## src/rtl/ptm_pkg.sv

```systemverilog
package ptm_pkg;

  localparam int unsigned MAX_TABLES        = 8;
  localparam int unsigned ENTRIES_PER_TABLE = 512;
  localparam int unsigned IDX_W             = 9;
  localparam int unsigned FRAME_W           = 40;
  localparam int unsigned TARGET_W          = 27;
  localparam int unsigned COUNT_W           = 4;
  localparam int unsigned LIMIT_W           = 4;
  localparam int unsigned STATUS_W          = 2;
  localparam int unsigned CFG_IDX_W         = 2;
  localparam int unsigned CFG_DATA_W        = FRAME_W;

  localparam logic [COUNT_W-1:0]   COUNT_MAX       = 4'd15;
  localparam logic [COUNT_W-1:0]   COUNT_RESET     = 4'd1;
  localparam logic [LIMIT_W-1:0]   LIMIT_RESET     = 4'd8;
  localparam logic [CFG_IDX_W-1:0] CFG_TABLE_AREA  = 2'd0;
  localparam logic [CFG_IDX_W-1:0] CFG_TABLE_LIMIT = 2'd1;

  typedef enum logic [STATUS_W-1:0] {
    STATUS_MAPPED  = 2'd0,
    STATUS_ALREADY = 2'd1,
    STATUS_NO_MEM  = 2'd2
  } status_e;

  typedef enum logic [1:0] {
    ST_IDLE,
    ST_READ,
    ST_EVAL
  } state_e;

  typedef enum logic [1:0] {
    LVL_PML4,
    LVL_PDPT,
    LVL_PD
  } level_e;

  typedef enum logic {
    OP_FOLLOW,
    OP_LINK
  } unit_op_e;

  // stored entry: only the present bit and the 40-bit frame field matter
  // downstream; tag marks the table epoch the entry was written in
  typedef struct packed {
    logic               tag;
    logic               present;
    logic [FRAME_W-1:0] frame;
  } entry_t;

  typedef struct packed {
    unit_op_e           op;
    logic [FRAME_W-1:0] entry_frame;
    logic [FRAME_W-1:0] area;
    logic [COUNT_W-1:0] count;
  } unit_req_t;

  typedef struct packed {
    logic [FRAME_W-1:0] sum;
    logic               in_range;
  } unit_rsp_t;

endpackage

```

## src/rtl/ptm_addr_unit.sv

```systemverilog
module ptm_addr_unit #(
  parameter int unsigned MAX_TABLES = ptm_pkg::MAX_TABLES
) (
  input  ptm_pkg::unit_req_t req_i,
  output ptm_pkg::unit_rsp_t rsp_o
);

  logic [ptm_pkg::FRAME_W-1:0] op_a, op_b;
  logic                        cin;
  logic [ptm_pkg::FRAME_W-1:0] sum;

  // follow: entry_frame - area ; link: area + count
  always_comb begin
    unique case (req_i.op)
      ptm_pkg::OP_FOLLOW: begin
        op_a = req_i.entry_frame;
        op_b = ~req_i.area;
        cin  = 1'b1;
      end
      ptm_pkg::OP_LINK: begin
        op_a = req_i.area;
        op_b = ptm_pkg::FRAME_W'(req_i.count);
        cin  = 1'b0;
      end
      default: begin
        op_a = '0;
        op_b = '0;
        cin  = 1'b0;
      end
    endcase
  end

  assign sum            = op_a + op_b + ptm_pkg::FRAME_W'(cin);
  assign rsp_o.sum      = sum;
  assign rsp_o.in_range = (sum < ptm_pkg::FRAME_W'(MAX_TABLES));

endmodule

```

## config.mk

```make
export PLATFORM = sky130hd
export DESIGN_NAME = ptm_addr_unit
export DESIGN_NICKNAME = d
export VERILOG_FILES = /design/src/rtl/ptm_pkg.sv /design/src/rtl/ptm_addr_unit.sv
export SDC_FILE = /design/constraint.sdc
export NUM_CORES = 1
export LEC_CHECK = 0
export ABC_AREA = 0
export BUFFER_PORTS_ARGS = -buffer_cell sky130_fd_sc_hd__buf_4
export CORE_MARGIN = 1.5
export CORE_UTILIZATION = 45
export DETAILED_ROUTE_END_ITERATION = 8
export MAX_ROUTING_LAYER = met4
export PLACE_DENSITY = 0.85
export SETUP_SLACK_MARGIN = 0.02
export SYNTH_ARGS = -nofsm -noshare
export SYNTH_HDL_FRONTEND = slang
export SYNTH_SLANG_ARGS = --single-unit
```

## constraint.sdc

```tcl
create_clock -name vclk -period 12.1
set_input_delay 1.815 -clock vclk [all_inputs]
set_output_delay 1.815 -clock vclk [all_outputs]
set_load 0.005 [all_outputs]
```

==> impl_results.md <==
* Synth unique cells at 55
* GRT Util Overall at 0.258
* Synth top area share at 0.153
* Worst min-delay path class: in2out
* First drt pass iteration count at 5
* WL final at 9890 um
* First-pass GRT wire length at 15700 um
* GPL Wtd Cong at 0.994
* Fin crit share at 0.671
* Row cnt at 30
* Max-cap violations at 0
* Worst hold endpoint: rsp_o[1]
* DR iter-0 viols at 175
* Mapped Nets at 570
* Multiplexer share of the synthesized area at 0.142
* Hold depth at 4
* CP startpoint: req_i[84]
* Synth Area in Compound Gates at 0.296
* Power Dens Cells at 67.2 nW/um^2
* Critical setup path kind: in2out
* Hpwl dp at 8340 um
* Synthesized instance count at 445
* Synth Area in XOR/XNOR at 0.102
* Top post-synthesis cells by area: ha_1 (15%), mux2_2 (14%), nor2_1 (7.4%)
* Seq. cell area at 0 sq um
* Critical Path RT at 10280 ps
* Hold Buf Count CTS at 0
* Post-layout nets at 670
* Adder-cell share of the synthesized area at 0.166
* Worst-Margin Slew at 822 ps
* Cell taking the most area after synthesis: ha_1
* Largest net degree at the start of global routing at 85
* CLK BUF at 0
* Die span in x at 86.0 um
* Main combinational cell family by area after synthesis: compound AO/OA/AOI/OAI gates
* Setup TNS Final at 0 ps
* Vias in the first global route at 3456
* Min-delay src: req_i[44]
* Routed len/inst at 15.9 um
* Total gr overflow at 0
* PortBufs at 126
* IO Count at 126
* Via count at 3804
* RSZ-0062 raised after global routing: false
* Outcome: finished, final reports clean
* FF+latch count at 0
* # diodes at 0
* Slew Limit Fails at 0
* Post-CTS Setup Inserts at 0
* Synthesized cell area at 3100 sq um
* Fin. Hold Viols at 0
* P_leak at 0.00195 uW
* Final setup viols at 0
* Nature of the critical path startpoint: input port
* Synth Area per Inst at 6.97 sq um
* Fin crit period at 8110 ps
* VDD IR max at 0.0352 mV
* Seq/Total Area, Yosys at 0
* Layout cell share with drive strength beyond 1 at 0.326
* Total Power at 271 uW
* Area growth from synthesis to layout at 29.8%
* YS warnings at 0
* Die Area at 7400 sq um
* Initial Utilization at 0.462
* Filler Cell Count at 663
* WP data arrival at 6300 ps
* Residual DRC at 0
* Initial antenna violation count at 0
* Peak Freq at 0.123 GHz
* Kind of end point of the critical path: output port
* Detail Route Antenna Nets at 0
* Worst slew margin at 0.452
* Vias per inst at 6.11
* Post_cts resized at 0
* Core Footprint at 6720 sq um
* Die Height at 86.0 um
* Crit Path Max Fanout at 84
* Simple-gate portion of the synthesized area at 0.247
==> where the power goes <==
group	switching, uW	internal [uW]	leakage (uW)	total, uW
registers	0	0	0	0
logic	140	131	0.00195	271
clock network	0	0	0	0
==> routing by layer <==
metal,GRT usage,wire length (um)
met5,-,0
met2,0.477,4960
met1,0.307,4080
met3,0.0202,620
met4,0.0455,227
==> cell families after synthesis <==
logic type,after synthesis
simple gates,157
compound gates,138
fa+ha+maj,40
mux,39
xor+xnor,36
buf+inv,35
==> metrics by stage <==
stage	util	hold WS (ps)	cells	instance area (sq um)	setup slack, ps
4_1_cts	0.599	4120	623	4030	4070
5_1_grt	0.599	4130	623	4030	3770
3_5_place_dp	0.599	4120	623	4030	4070
6_report	0.599	4120	623	4030	3990
2_1_floorplan	-	3910	445	3100	4520
3_3_place_gp	0.599	4100	623	4030	4160
==> worst max-delay path, stage by stage <==
cell     delay, ps
buf_4          640
mux2_2         430
fa_1           430
fa_1           440
a21o_1         230
a221o_1        330
a211o_2        380
a31oi_4        230
xnor2_1        110
or3_1          320
nor4_1         220
and4b_1        280
nand4_1        120
nor4_2         160
buf_4          150
==> how the worst max path moves through the flow <==
stage | depth (start not counted) | slack, ps | to
after floorplan | 14 | 4520 | rsp_o[0]
after global placement | 14 | 4160 | rsp_o[0]
after detailed placement | 15 | 4070 | rsp_o[0]
after CTS | 15 | 4070 | rsp_o[0]
after global routing | 14 | 3770 | rsp_o[0]
final | 15 | 3990 | rsp_o[0]
==> cell usage after synthesis (all sizes together) (15+ instances only) <==
cell type,instances
o21ai,22
nand2,29
nand4,15
clkbuf,21
a21oi,38
a31oi,15
xnor2,19
xor2,17
mux2,39
a21o,21
ha,38
nor2,62
==> cell usage in the layout, fill, tap and decap left out, types with 3 or more instances in the layout <==
master / netlist / final
buf_4: 0 / 126
nor2_1: 61 / 61
mux2_2: 39 / 39
ha_1: 38 / 38
a21oi_1: 36 / 36
nand2_1: 29 / 29
o21ai_0: 21 / 21
a21o_1: 21 / 21
xnor2_1: 19 / 19
xor2_1: 17 / 17
nand4_1: 15 / 15
a31oi_1: 14 / 14
nand3_1: 13 / 13
and3_1: 9 / 9
inv_1: 7 / 7
o21a_1: 7 / 7
o21bai_1: 6 / 6
nor4_1: 5 / 5
a211oi_1: 4 / 4
o211ai_1: 4 / 4
a31o_2: 4 / 4
or3_1: 4 / 4
nor3_1: 4 / 4
nand2b_1: 3 / 3
and4_1: 3 / 3
==> final cells by class <==
type,count,area [sq um],area share
timing repair buffer,126,946,0.235
tap,80,100,0.0249
multi-input combinational,410,2950,0.734
inverter,7,26.3,0.00653
Power figures use the tool's default switching activity.
